===== config.mk =====
export PLATFORM = sky130hd
export DESIGN_NAME = line_rasterizer_top_flat
export DESIGN_NICKNAME = d
export VERILOG_FILES = /design/src/design/lr_pkg.sv /design/src/design/lr_if.sv /design/src/design/lr_setup.sv /design/src/design/lr_engine.sv /design/src/design/line_rasterizer_top.sv /design/src/flat_wrapper.sv
export VERILOG_INCLUDE_DIRS = /design/src /design/src/design
export SDC_FILE = /design/constraint.sdc
export NUM_CORES = 1
export LEC_CHECK = 0
export BUFFER_PORTS_ARGS = -buffer_cell sky130_fd_sc_hd__buf_2
export CAP_MARGIN = 0
export CORE_AREA = 4 4 151 153
export DETAILED_ROUTE_END_ITERATION = 8
export DIE_AREA = 0 0 155 157
export PLACE_DENSITY = 0.78
export SYNTH_ARGS = -nofsm -noshare
export SYNTH_HDL_FRONTEND = slang
export SYNTH_SLANG_ARGS = --single-unit

===== constraint.sdc =====
create_clock -name clock -period 10.5 [get_ports clock]
set_clock_uncertainty 0.2 [all_clocks]
set_input_delay 2.1 -clock clock [delete_from_list [all_inputs] [get_ports clock]]
set_output_delay 2.1 -clock clock [all_outputs]
set_load 0.02 [all_outputs]

===== src/design/line_rasterizer_top_assert.svh =====
// ----------------------------------------------------------------------------
// line_rasterizer_top_assert.svh
// assertion macros for the line rasterizer, empty when synthesizing
// ----------------------------------------------------------------------------
`ifndef LINE_RASTERIZER_TOP_ASSERT_SVH
`define LINE_RASTERIZER_TOP_ASSERT_SVH

`ifndef SYNTHESIS

// same-cycle implication
`define LR_ASSERT_NOW(label, clk, rst, ante, cons) \
   label: assert property (@(posedge clk) disable iff (rst) (ante) |-> (cons)) \
      else $error("line rasterizer check failed");

// next-cycle implication
`define LR_ASSERT_NEXT(label, clk, rst, ante, cons) \
   label: assert property (@(posedge clk) disable iff (rst) (ante) |=> (cons)) \
      else $error("line rasterizer check failed");

`else

`define LR_ASSERT_NOW(label, clk, rst, ante, cons)
`define LR_ASSERT_NEXT(label, clk, rst, ante, cons)

`endif

`endif


===== src/design/lr_pkg.sv =====
// ----------------------------------------------------------------------------
// lr_pkg
// shared constants and control types of the line rasterizer
// ----------------------------------------------------------------------------
package lr_pkg;

   // default coordinate width
   localparam int COORD_BITS_DEF = 12;

   // operation codes
   localparam logic OP_START = 1'b0;
   localparam logic OP_STEP  = 1'b1;

   // minor axis direction codes
   localparam logic [1:0] DIR_NONE = 2'd0;
   localparam logic [1:0] DIR_POS  = 2'd1;
   localparam logic [1:0] DIR_NEG  = 2'd3;

   // stage control from the input register to the engine
   typedef struct packed {
      logic advance;
      logic start;
      logic step;
   } lr_ctl_type;

   // engine status back to the input register
   typedef struct packed {
      logic out_free;
   } lr_stat_type;

endpackage


===== src/design/lr_if.sv =====
// ----------------------------------------------------------------------------
// lr_req_if / lr_rsp_if
// valid/ready channels for line requests and pixel results
// ----------------------------------------------------------------------------
interface lr_req_if #(parameter int COORD_BITS = 12);
   logic                  valid;
   logic                  ready;
   logic                  op;
   logic [COORD_BITS-1:0] start_x;
   logic [COORD_BITS-1:0] start_y;
   logic [COORD_BITS-1:0] end_x;
   logic [COORD_BITS-1:0] end_y;

   modport source (output valid, op, start_x, start_y, end_x, end_y, input ready);
   modport sink   (input valid, op, start_x, start_y, end_x, end_y, output ready);
endinterface

interface lr_rsp_if #(parameter int COORD_BITS = 12);
   logic                  valid;
   logic                  ready;
   logic [COORD_BITS-1:0] pixel_x;
   logic [COORD_BITS-1:0] pixel_y;
   logic                  last;

   modport source (output valid, pixel_x, pixel_y, last, input ready);
   modport sink   (input valid, pixel_x, pixel_y, last, output ready);
endinterface


===== src/design/lr_setup.sv =====
// ----------------------------------------------------------------------------
// lr_setup
// line setup: major axis, endpoint order, error term and increments
// ----------------------------------------------------------------------------
module lr_setup
   import lr_pkg::*;
#(
   parameter int COORD_BITS = COORD_BITS_DEF,
   localparam int ERR_BITS  = COORD_BITS + 3
) (
   input  logic [COORD_BITS-1:0]      start_x,
   input  logic [COORD_BITS-1:0]      start_y,
   input  logic [COORD_BITS-1:0]      end_x,
   input  logic [COORD_BITS-1:0]      end_y,
   output logic                       x_major,
   output logic [COORD_BITS-1:0]      first_x,
   output logic [COORD_BITS-1:0]      first_y,
   output logic [COORD_BITS-1:0]      stop_major,
   output logic signed [ERR_BITS-1:0] err_init,
   output logic signed [ERR_BITS-1:0] inc_straight,
   output logic signed [ERR_BITS-1:0] inc_diagonal,
   output logic [1:0]                 minor_dir,
   output logic                       single
);

   logic [COORD_BITS-1:0]      adx, ady, major_len, minor_len;
   logic [COORD_BITS-1:0]      last_x, last_y, minor_first, minor_last;
   logic                       swap;
   logic signed [ERR_BITS-1:0] major_e, minor_e;

   // absolute deltas and axis choice, a tie goes to x
   assign adx     = (end_x >= start_x) ? end_x - start_x : start_x - end_x;
   assign ady     = (end_y >= start_y) ? end_y - start_y : start_y - end_y;
   assign x_major = adx >= ady;

   // order the endpoints along the major axis
   assign swap    = x_major ? (start_x > end_x) : (start_y > end_y);
   assign first_x = swap ? end_x : start_x;
   assign first_y = swap ? end_y : start_y;
   assign last_x  = swap ? start_x : end_x;
   assign last_y  = swap ? start_y : end_y;

   assign major_len  = x_major ? adx : ady;
   assign minor_len  = x_major ? ady : adx;
   assign stop_major = x_major ? last_x : last_y;
   assign single     = major_len == '0;

   // minor direction from the ordered endpoints
   assign minor_first = x_major ? first_y : first_x;
   assign minor_last  = x_major ? last_y : last_x;
   always_comb begin
      priority if (minor_last > minor_first) begin
         minor_dir = DIR_POS;
      end else if (minor_last < minor_first) begin
         minor_dir = DIR_NEG;
      end else begin
         minor_dir = DIR_NONE;
      end
   end

   // decision variable and its two increments
   assign major_e      = signed'({3'b000, major_len});
   assign minor_e      = signed'({3'b000, minor_len});
   assign err_init     = (minor_e <<< 1) - major_e;
   assign inc_straight = minor_e <<< 1;
   assign inc_diagonal = (minor_e - major_e) <<< 1;

endmodule


===== src/design/lr_engine.sv =====
// ----------------------------------------------------------------------------
// lr_engine
// line state, one pixel step per item, and the result register
// ----------------------------------------------------------------------------
`include "line_rasterizer_top_assert.svh"

module lr_engine
   import lr_pkg::*;
#(
   parameter int COORD_BITS = COORD_BITS_DEF,
   localparam int ERR_BITS  = COORD_BITS + 3
) (
   input  logic                  clock,
   input  logic                  reset,
   input  lr_ctl_type            ctl,
   output lr_stat_type           stat,
   input  logic [COORD_BITS-1:0] start_x,
   input  logic [COORD_BITS-1:0] start_y,
   input  logic [COORD_BITS-1:0] end_x,
   input  logic [COORD_BITS-1:0] end_y,
   lr_rsp_if.source              rsp
);

   // line state
   logic [COORD_BITS-1:0]      cur_x_ff, cur_x_in, cur_y_ff, cur_y_in;
   logic [COORD_BITS-1:0]      stop_major_ff, stop_major_in;
   logic signed [ERR_BITS-1:0] err_ff, err_in, inc_s_ff, inc_s_in, inc_d_ff, inc_d_in;
   logic [1:0]                 minor_dir_ff, minor_dir_in;
   logic                       x_major_ff, x_major_in, busy_ff, busy_in;

   // result register
   logic                  out_valid_ff, out_valid_in;
   logic [COORD_BITS-1:0] out_x_ff, out_x_in, out_y_ff, out_y_in;
   logic                  out_last_ff, out_last_in;

   // setup results
   logic                       su_x_major, su_single;
   logic [COORD_BITS-1:0]      su_first_x, su_first_y, su_stop;
   logic signed [ERR_BITS-1:0] su_err, su_inc_s, su_inc_d;
   logic [1:0]                 su_dir;

   // step datapath
   logic [COORD_BITS-1:0] maj_cur, mnr_cur, maj_next, mnr_next;
   logic                  diag, fin, produce;

   lr_setup #(.COORD_BITS(COORD_BITS)) u_setup (
      .start_x      (start_x),
      .start_y      (start_y),
      .end_x        (end_x),
      .end_y        (end_y),
      .x_major      (su_x_major),
      .first_x      (su_first_x),
      .first_y      (su_first_y),
      .stop_major   (su_stop),
      .err_init     (su_err),
      .inc_straight (su_inc_s),
      .inc_diagonal (su_inc_d),
      .minor_dir    (su_dir),
      .single       (su_single)
   );

   // result register can take a new pixel
   assign stat.out_free = !out_valid_ff || rsp.ready;

   // one step along the line
   assign maj_cur  = x_major_ff ? cur_x_ff : cur_y_ff;
   assign mnr_cur  = x_major_ff ? cur_y_ff : cur_x_ff;
   assign diag     = !err_ff[ERR_BITS-1];
   assign maj_next = maj_cur + COORD_BITS'(1);
   always_comb begin
      mnr_next = mnr_cur;
      if (diag && minor_dir_ff == DIR_POS) begin
         mnr_next = mnr_cur + COORD_BITS'(1);
      end else if (diag && minor_dir_ff == DIR_NEG) begin
         mnr_next = mnr_cur - COORD_BITS'(1);
      end
   end
   assign fin = maj_next == stop_major_ff;

   assign produce = ctl.advance && (ctl.start || (ctl.step && busy_ff));

   // next state
   always_comb begin
      cur_x_in      = cur_x_ff;
      cur_y_in      = cur_y_ff;
      stop_major_in = stop_major_ff;
      err_in        = err_ff;
      inc_s_in      = inc_s_ff;
      inc_d_in      = inc_d_ff;
      minor_dir_in  = minor_dir_ff;
      x_major_in    = x_major_ff;
      busy_in       = busy_ff;
      out_x_in      = out_x_ff;
      out_y_in      = out_y_ff;
      out_last_in   = out_last_ff;
      out_valid_in  = out_valid_ff && !rsp.ready;
      if (ctl.advance && ctl.start) begin
         cur_x_in      = su_first_x;
         cur_y_in      = su_first_y;
         stop_major_in = su_stop;
         err_in        = su_err;
         inc_s_in      = su_inc_s;
         inc_d_in      = su_inc_d;
         minor_dir_in  = su_dir;
         x_major_in    = su_x_major;
         busy_in       = !su_single;
         out_x_in      = su_first_x;
         out_y_in      = su_first_y;
         out_last_in   = su_single;
         out_valid_in  = 1'b1;
      end else if (produce) begin
         cur_x_in     = x_major_ff ? maj_next : mnr_next;
         cur_y_in     = x_major_ff ? mnr_next : maj_next;
         err_in       = err_ff + (diag ? inc_d_ff : inc_s_ff);
         busy_in      = !fin;
         out_x_in     = cur_x_in;
         out_y_in     = cur_y_in;
         out_last_in  = fin;
         out_valid_in = 1'b1;
      end
   end

   // control registers
   always_ff @(posedge clock) begin
      if (reset) begin
         cur_x_ff      <= '0;
         cur_y_ff      <= '0;
         stop_major_ff <= '0;
         err_ff        <= '0;
         inc_s_ff      <= '0;
         inc_d_ff      <= '0;
         minor_dir_ff  <= DIR_NONE;
         x_major_ff    <= 1'b0;
         busy_ff       <= 1'b0;
         out_valid_ff  <= 1'b0;
      end else begin
         cur_x_ff      <= cur_x_in;
         cur_y_ff      <= cur_y_in;
         stop_major_ff <= stop_major_in;
         err_ff        <= err_in;
         inc_s_ff      <= inc_s_in;
         inc_d_ff      <= inc_d_in;
         minor_dir_ff  <= minor_dir_in;
         x_major_ff    <= x_major_in;
         busy_ff       <= busy_in;
         out_valid_ff  <= out_valid_in;
      end
   end

   // result payload
   always_ff @(posedge clock) begin
      out_x_ff    <= out_x_in;
      out_y_ff    <= out_y_in;
      out_last_ff <= out_last_in;
   end

   assign rsp.valid   = out_valid_ff;
   assign rsp.pixel_x = out_x_ff;
   assign rsp.pixel_y = out_y_ff;
   assign rsp.last    = out_last_ff;

   // checks
   `LR_ASSERT_NEXT(a_idle_step_silent, clock, reset, ctl.advance && ctl.step && !busy_ff, !out_valid_ff)
   `LR_ASSERT_NEXT(a_start_emits, clock, reset, ctl.advance && ctl.start, out_valid_ff && busy_ff == !out_last_ff)
   `LR_ASSERT_NEXT(a_last_ends_line, clock, reset, produce && out_last_in, !busy_ff)
   `LR_ASSERT_NOW(a_advance_needs_room, clock, reset, ctl.advance, stat.out_free)

endmodule


===== src/design/line_rasterizer_top.sv =====
// ----------------------------------------------------------------------------
// line_rasterizer_top
// Bresenham line generator, at most one pixel per transfer
// ----------------------------------------------------------------------------
// A start transfer (op = 0) sets up a line between two endpoints and returns
// its first pixel; each step transfer (op = 1) returns the next pixel, and the
// far endpoint comes back once with last set. A step while no line is active
// returns nothing, and a start abandons any running line. The block takes one
// transfer per clock and returns one pixel per clock while the result side is
// ready: a request passes an input register, then the combinational setup or
// step logic, and lands in the result register together with the line state
// update.
module line_rasterizer_top
   import lr_pkg::*;
#(
   parameter int COORD_BITS = COORD_BITS_DEF
) (
   input logic      clock,
   input logic      reset,
   lr_req_if.sink   req_chan,
   lr_rsp_if.source rsp_chan
);

   logic                  in_valid_ff, in_valid_in;
   logic                  in_op_ff;
   logic [COORD_BITS-1:0] in_sx_ff, in_sy_ff, in_ex_ff, in_ey_ff;
   lr_ctl_type            ctl;
   lr_stat_type           stat;

   // held request moves on when the result register has room
   assign ctl.advance = in_valid_ff && stat.out_free;
   assign ctl.start   = in_op_ff == OP_START;
   assign ctl.step    = in_op_ff == OP_STEP;

   assign req_chan.ready = !in_valid_ff || ctl.advance;
   assign in_valid_in    = req_chan.valid || (in_valid_ff && !ctl.advance);

   // input register valid
   always_ff @(posedge clock) begin
      if (reset) begin
         in_valid_ff <= 1'b0;
      end else if (req_chan.ready) begin
         in_valid_ff <= in_valid_in;
      end
   end

   // input register payload
   always_ff @(posedge clock) begin
      if (req_chan.valid && req_chan.ready) begin
         in_op_ff <= req_chan.op;
         in_sx_ff <= req_chan.start_x;
         in_sy_ff <= req_chan.start_y;
         in_ex_ff <= req_chan.end_x;
         in_ey_ff <= req_chan.end_y;
      end
   end

   lr_engine #(.COORD_BITS(COORD_BITS)) u_engine (
      .clock   (clock),
      .reset   (reset),
      .ctl     (ctl),
      .stat    (stat),
      .start_x (in_sx_ff),
      .start_y (in_sy_ff),
      .end_x   (in_ex_ff),
      .end_y   (in_ey_ff),
      .rsp     (rsp_chan)
   );

endmodule

===== src/flat_wrapper.sv =====
// flat-port wrapper written by rule: the top's interface ports become plain ports
module line_rasterizer_top_flat import lr_pkg::*;
#(
   parameter int COORD_BITS = COORD_BITS_DEF
)
  (clock, reset, req_chan_valid, req_chan_op, req_chan_start_x, req_chan_start_y, req_chan_end_x, req_chan_end_y, req_chan_ready, rsp_chan_valid, rsp_chan_pixel_x, rsp_chan_pixel_y, rsp_chan_last, rsp_chan_ready);
  lr_req_if #(.COORD_BITS(COORD_BITS)) req_chan_i ();
  lr_rsp_if #(.COORD_BITS(COORD_BITS)) rsp_chan_i ();
  input logic clock;
  input logic reset;
  input wire logic [$bits(req_chan_i.valid)-1:0] req_chan_valid;
  input wire logic [$bits(req_chan_i.op)-1:0] req_chan_op;
  input wire logic [$bits(req_chan_i.start_x)-1:0] req_chan_start_x;
  input wire logic [$bits(req_chan_i.start_y)-1:0] req_chan_start_y;
  input wire logic [$bits(req_chan_i.end_x)-1:0] req_chan_end_x;
  input wire logic [$bits(req_chan_i.end_y)-1:0] req_chan_end_y;
  output wire logic [$bits(req_chan_i.ready)-1:0] req_chan_ready;
  output wire logic [$bits(rsp_chan_i.valid)-1:0] rsp_chan_valid;
  output wire logic [$bits(rsp_chan_i.pixel_x)-1:0] rsp_chan_pixel_x;
  output wire logic [$bits(rsp_chan_i.pixel_y)-1:0] rsp_chan_pixel_y;
  output wire logic [$bits(rsp_chan_i.last)-1:0] rsp_chan_last;
  input wire logic [$bits(rsp_chan_i.ready)-1:0] rsp_chan_ready;
  assign req_chan_i.valid = req_chan_valid;
  assign req_chan_i.op = req_chan_op;
  assign req_chan_i.start_x = req_chan_start_x;
  assign req_chan_i.start_y = req_chan_start_y;
  assign req_chan_i.end_x = req_chan_end_x;
  assign req_chan_i.end_y = req_chan_end_y;
  assign req_chan_ready = req_chan_i.ready;
  assign rsp_chan_valid = rsp_chan_i.valid;
  assign rsp_chan_pixel_x = rsp_chan_i.pixel_x;
  assign rsp_chan_pixel_y = rsp_chan_i.pixel_y;
  assign rsp_chan_last = rsp_chan_i.last;
  assign rsp_chan_i.ready = rsp_chan_ready;
  line_rasterizer_top #(.COORD_BITS(COORD_BITS)) u_core (.clock(clock), .reset(reset), .req_chan(req_chan_i), .rsp_chan(rsp_chan_i));
endmodule

* Word level (Yosys, flattened, before mapping)
Cells that the tools add are included.
** Cells by class
- Equality and inequality tests :: 3
- Muxes and demuxes :: 33
- Add/subtract/negate cells :: 10
- Bitwise gates (word level) :: 1
- $lt $le $gt $ge :: 7
- Reduce and logical (&&, ||, !) cells :: 22
** Operators by type and width (number)
- $mux W12 :: 21
- $sub A12 B12 Y12 :: 4
- $mux W15 :: 3
- $ge A12 B12 Y1 :: 3
- $gt A12 B12 Y1 :: 3
- $add A12 B1 Y12 const B :: 2
- $add A15 B15 Y15 :: 1
- $sub A13 B12 Y14 :: 1
- $sub A12 B12 Y13 :: 1
- $eq A12 B12 Y1 :: 1
- $logic_not A12 Y1 :: 1
- $lt A12 B12 Y1 :: 1
- $sub A12 B1 Y12 const B :: 1
- $logic_and A1 B1 Y1 :: 9
- $logic_not A1 Y1 :: 7
- $mux W1 :: 7
- $logic_or A1 B1 Y1 :: 4
- $mux W2 :: 2
- $eq A2 B1 Y1 const B :: 1
- $eq A2 B2 Y1 const B :: 1
- $reduce_bool A2 Y1 :: 1
- $not A1 Y1 :: 1
** Word-level totals
- Output and inout bits :: 27
- Bits of input ports :: 53
- Register bits :: 157
- Logic and storage cells :: 95

* Logic depth before layout (Yosys ltp)
- Depth in word-level cells :: 9
- Depth in mapped cells :: 37
- Mapped depth without buffers :: 32

* By module
Synthesis repeated with hierarchy kept, for this count alone.
** Unflattened totals
- Cells, all modules :: 1653
- Area total of the unflattened synthesis :: 13422.9 µm²
** By module, submodules not included
- lr_engine :: sequential area each 2472.4 µm², area each 6708.9 µm², instances 1, cells each 826
- lr_setup :: sequential area each 0.0 µm², area each 5176.2 µm², instances 1, cells each 771
- line_rasterizer_top :: sequential area each 1491.4 µm², area each 1537.7 µm², instances 1, cells each 56

* Least setup slack after synthesis
Ideal clock, no wire load.
- Path type :: register to register
- From :: register u_core.in_sy_ff[6]
- To :: register u_core.u_engine.err_ff[8]
- Slack :: 2.792 ns
- Buffers on the path :: 6
- Cell stages (with the launch flop) :: 35
- Period minus slack after synthesis :: 7.708 ns
- Library setup time :: 0.122 ns
- Data required time :: 10.178 ns
- Arrival time :: 7.387 ns
- Cell sequence :: edfxtp_1 ha_1 buf_2 nand2_1 or4_4 a21o_1 nand2_1 buf_2 a211oi_1 a21oi_1 xor2_1 inv_1 ha_1 and2_1 o2111a_1 inv_1 o21a_1 o21ai_1 clkbuf_1 buf_1 buf_1 clkbuf_1 nor2_1 a21oi_1 ha_1 a21o_1 a211o_1 a211oi_1 nor2_1 a2111o_1 nand2_1 maj3_1 o211a_1 o21bai_1 a221o_1
** Between the ends
- Cells in the longest elaborated chain, start to end :: 6
- Elaborated cells between the ends (all ways) :: 9
- Classes of those cells :: add/sub: 3; order compare: 2; mux: 4
** RTL lines
- start: declaration :: RTL line line_rasterizer_top.sv:26 : logic [COORD_BITS-1:0] in_sx_ff, in_sy_ff, in_ex_ff, in_ey_ff;
- start signal: assignment :: RTL line line_rasterizer_top.sv:52 : in_sy_ff <= req_chan.start_y;
- $sub A12 B12 Y12 / $ge A12 B12 Y1 (equally long branches) :: RTL line lr_setup.sv:33 : assign ady = (end_y >= start_y) ? end_y - start_y : start_y - end_y;
- $mux W12 * :: RTL line lr_setup.sv:33
- $ge A12 B12 Y1 :: RTL line lr_setup.sv:34 : assign x_major = adx >= ady;
- $mux W12, on equally long branches :: RTL line lr_setup.sv:44, lr_setup.sv:43
- $sub A13 B12 Y14 * :: RTL line lr_setup.sv:64 : assign err_init = (minor_e <<< 1) - major_e;
- $mux W15 * :: RTL line lr_engine.sv:97 : if (ctl.advance && ctl.start) begin
- end signal: assignment :: RTL line lr_engine.sv:140 : err_ff <= err_in;
- end: declaration :: RTL line lr_engine.sv:27 : logic signed [ERR_BITS-1:0] err_ff, err_in, inc_s_ff, inc_s_in, inc_d_ff, inc_d_in;
Mark *: on every way between the ends. The rest lies on a longest branch, timed or not.
A chain may end at the register's enable or synchronous reset.

* Final worst setup path
- From :: register u_core.in_ex_ff[0]
- To :: register u_core.u_engine.err_ff[6]
** Between the ends
- Cells in the longest elaborated chain, start to end :: 6
- Elaborated cells between the ends (all ways) :: 9
- Classes of those cells :: add/sub: 3; order compare: 2; mux: 4
** RTL lines
- start: declaration :: RTL line line_rasterizer_top.sv:26
- start signal: assignment :: RTL line line_rasterizer_top.sv:53 : in_ex_ff <= req_chan.end_x;
- $sub A12 B12 Y12 / $ge A12 B12 Y1 (equally long branches) :: RTL line lr_setup.sv:32 : assign adx = (end_x >= start_x) ? end_x - start_x : start_x - end_x;
- $mux W12 * :: RTL line lr_setup.sv:32
- $ge A12 B12 Y1 :: RTL line lr_setup.sv:34
- $mux W12, on equally long branches :: RTL line lr_setup.sv:44, lr_setup.sv:43
- $sub A13 B12 Y14 * :: RTL line lr_setup.sv:64
- $mux W15 * :: RTL line lr_engine.sv:97
Marked as above.

==> metrics.cfg <==
[run_status]
status = finished, final reports clean

[setup_path]
cpPeakStageDelay_ps = 780
worst_setup_path_end_kind = flip-flop
cp.required_ps = 10630
start_kind = flip-flop
cp_slowest_cell = nor4b_1
crit_fanout = 18
crit_arrival_ps = 8390
path_buf_inv = 2
critPathTopFamily = compound AO/OA/AOI/OAI gates
path_class = flip-flop to flip-flop

[finish]
nets = 1759
final_util_pct = 64.2
area_growth_pct = 8.73
final_cell_mix = nand2_1 (229), a21oi_1 (158), nor2_1 (108)
antennaDiodeCount = 0
layout-drive-gt1-share_pct = 10.4
stdcell_count = 1895
fillers = 1925
final_common_cell = nand2_1

[clocking]
path_clk_slew_ps = 70
post_cts_buffers = 0
tritoncts = yes
postCtsResizedCells = 0
clock_tree.htree_level_count = 4
clock-sinks = 155
hold_buffers = 0
cts_inserted_buffers = 17
cts_max_path_buffers = 2
clk_latency_ps = 430
cts_root_buf = clkbuf_16

[global_route]
antenna_found_initial = 0
grt_start_max_net_pins = 79
overflow = 0
grt_pass1_wl_um = 57900
grt_pass1_vias = 10800
grt_util_all_layers_pct = 29.9

[synth]
synth_adder_area_share_pct = 10.7
synth_top_family_by_area = compound AO/OA/AOI/OAI gates
syn-num-nets = 1726
async_reset_ff_share_pct = 0
synthesis.area_um2 = 12700
yosys_most_used_dff = dfxtp_1
yosysSeqAreaShare_pct = 30.2
avgSynthCellArea_um2 = 8.12
synth_edf_count = 74
synthSimpleGateAreaFrac_pct = 18.8
yosys.cell_types.count = 84
synth.area.mux_share_pct = 7.87
synth_xor_area_share_pct = 5.00
synth_compound_area_share_pct = 22.3
netlist_instances = 1569
synth_seq_cells = 155
yosysWarnings = 0

[drt]
drtIter0Drc = 963
vias = 11700
totalWireLength_um = 36600
drtAntennaViolNets = 0
drc = 0
wl_per_cell_um = 19.3
via_per_inst = 6.18
drt_pass1_iterations = 6

[place]
dp.cells = 1863
gp_congestion = 0.988
numPortBuffers = 79
hpwl_um = 27900

[sta]
final.min_clock_period_ps = 8260
relSlewSlack_pct = 37.4
min_period_over_period_pct = 78.7
finalSetupViolations = 0
slew_viol_final = 0
finalHoldViolations = 0
rsz0062_at_grt = no
fmax_ghz = 0.121
tns_ps = 0
tightest_slew_ps = 936

[pwr]
comb_power_share_pct = 58.5
p_sw_w = 0.00148
pwr-share-seq_pct = 22.9
swShare_pct = 46.6
intPower_w = 0.00169
powerDensity_nw_per_um2 = 229
vdd_drop_max_mv = 0.153
total_power_w = 0.00317
power_frac_clock_pct = 18.6
leakage_nw = 5.74

[floorplan]
initial_core_util_pct = 59.1
design.core.area_um2 = 21600
die_w_um = 155
ios = 80
fp.dieArea_um2 = 24300
die_y_um = 157
rows = 54

[flow_run]
maxCapViolations = 0

[worst_hold_path]
hp-class = flip-flop to flip-flop

-- state kept, by name, indices dropped and copies added (netlist names), 2 cells and up --
signal / count
u_core.in_sy_ff: 12
u_core.in_sx_ff: 12
u_core.u_engine.rsp.pixel_y: 12
u_core.u_engine.err_ff: 14
u_core.u_engine.rsp.pixel_x: 12
u_core.u_engine.inc_s_ff: 12
u_core.u_engine.stop_major_ff: 12
u_core.u_engine.cur_x_ff: 12
u_core.u_engine.minor_dir_ff: 2
u_core.u_engine.cur_y_ff: 12
u_core.in_ey_ff: 12
u_core.u_engine.inc_d_ff: 13
u_core.in_ex_ff: 12
-- power by group through the flow --
| stage | registers, W | clock network, W | logic [W] |
|---|---|---|---|
| after floorplan | 0.000734 | 0 | 0.00138 |
| after detailed placement | 0.000739 | 0 | 0.00182 |
| after CTS | 0.000726 | 0.000591 | 0.00183 |
| after global routing | 0.000732 | 0.000617 | 0.00205 |
| after global placement | 0.000737 | 0 | 0.00179 |
| final | 0.000727 | 0.000589 | 0.00186 |
-- metal layers --
| metal | vias up | part of all wire [%] | global-route usage (%) |
|---|---|---|---|
| li1 | 5704 | - | - |
| met1 | 5518 | 44 | 39.6 |
| met2 | 415 | 47 | 49.5 |
| met3 | 78 | 5.3 | 3.22 |
| met4 | 0 | 4.3 | 13.5 |
| met5 | - | 0 | 0 |
-- cells in the mapped netlist (all sizes together), types with 7 or more instances --
cell type	number	area (um^2)
nand2	230	866
a21oi	159	807
nor2	111	419
ha	98	1230
inv	92	345
o21ai	83	415
dfxtp	81	1620
mux2i	81	811
edfxtp	74	2220
clkbuf	55	206
xnor2	45	409
a211oi	44	340
nand3	41	205
a21o	31	233
nor2b	31	194
xor2	26	228
o211ai	25	188
nand4	23	144
buf	22	93.8
nor3	19	95.1
mux2	17	191
or3	16	105
o21a	15	113
a31oi	8	50.1
and2	8	50.1
and3	8	50.1
o21bai	8	60.1
o22ai	8	50.1
a21boi	7	52.6
nor4	7	43.8
or2	7	43.8
-- metrics by stage --
| stage | worst slack (ps) | hold slack [ps] | area (um^2) |
|---|---|---|---|
| floorplan | 2790 | 221 | 12700 |
| global placement | 2590 | 238 | 13300 |
| detailed placement | 2460 | 243 | 13300 |
| CTS | 2420 | 252 | 13800 |
| global route | 1670 | 279 | 13800 |
| finish | 2240 | 254 | 13800 |
-- cell type report --
type	instances	area [um^2]	share of cell area, %
inverters	93	349	2.52
multi-input cells	1244	8280	59.8
repair buffers	91	485	3.51
clock inverters	13	108	0.777
clock buffers	19	433	3.13
flip-flops and latches	155	3840	27.8
well taps	280	350	2.53
-- path summary, 6_finish.rpt --
path / startpoint / end / slack [ps] / depth (start not counted)
max reg2reg: u_core.in_ex_ff[0] / u_core.u_engine.err_ff[6] / 2240 / 28
min: u_core.u_engine.inc_s_ff[4] / u_core.u_engine.inc_s_ff[4] / 250 / 2
min reg2reg: u_core.u_engine.inc_s_ff[4] / u_core.u_engine.inc_s_ff[4] / 250 / 2
max: u_core.in_ex_ff[0] / u_core.u_engine.err_ff[6] / 2240 / 28
-- tightest hold or removal path, delay by kind of cell, from the launching register on --
kind             cells  cell delay (ps)
AO/OA/AOI/OAI        1               50
flip-flops           1              310
AND/OR/NAND/NOR      1               50
-- logic make-up after synthesis --
group | count (synthesis)
compound gates | 445
simple gates | 524
buf+inv | 170
mux | 98
fa+ha+maj | 106
flops | 155
xor+xnor | 71
Note: power is estimated with default switching activity, not from simulation.
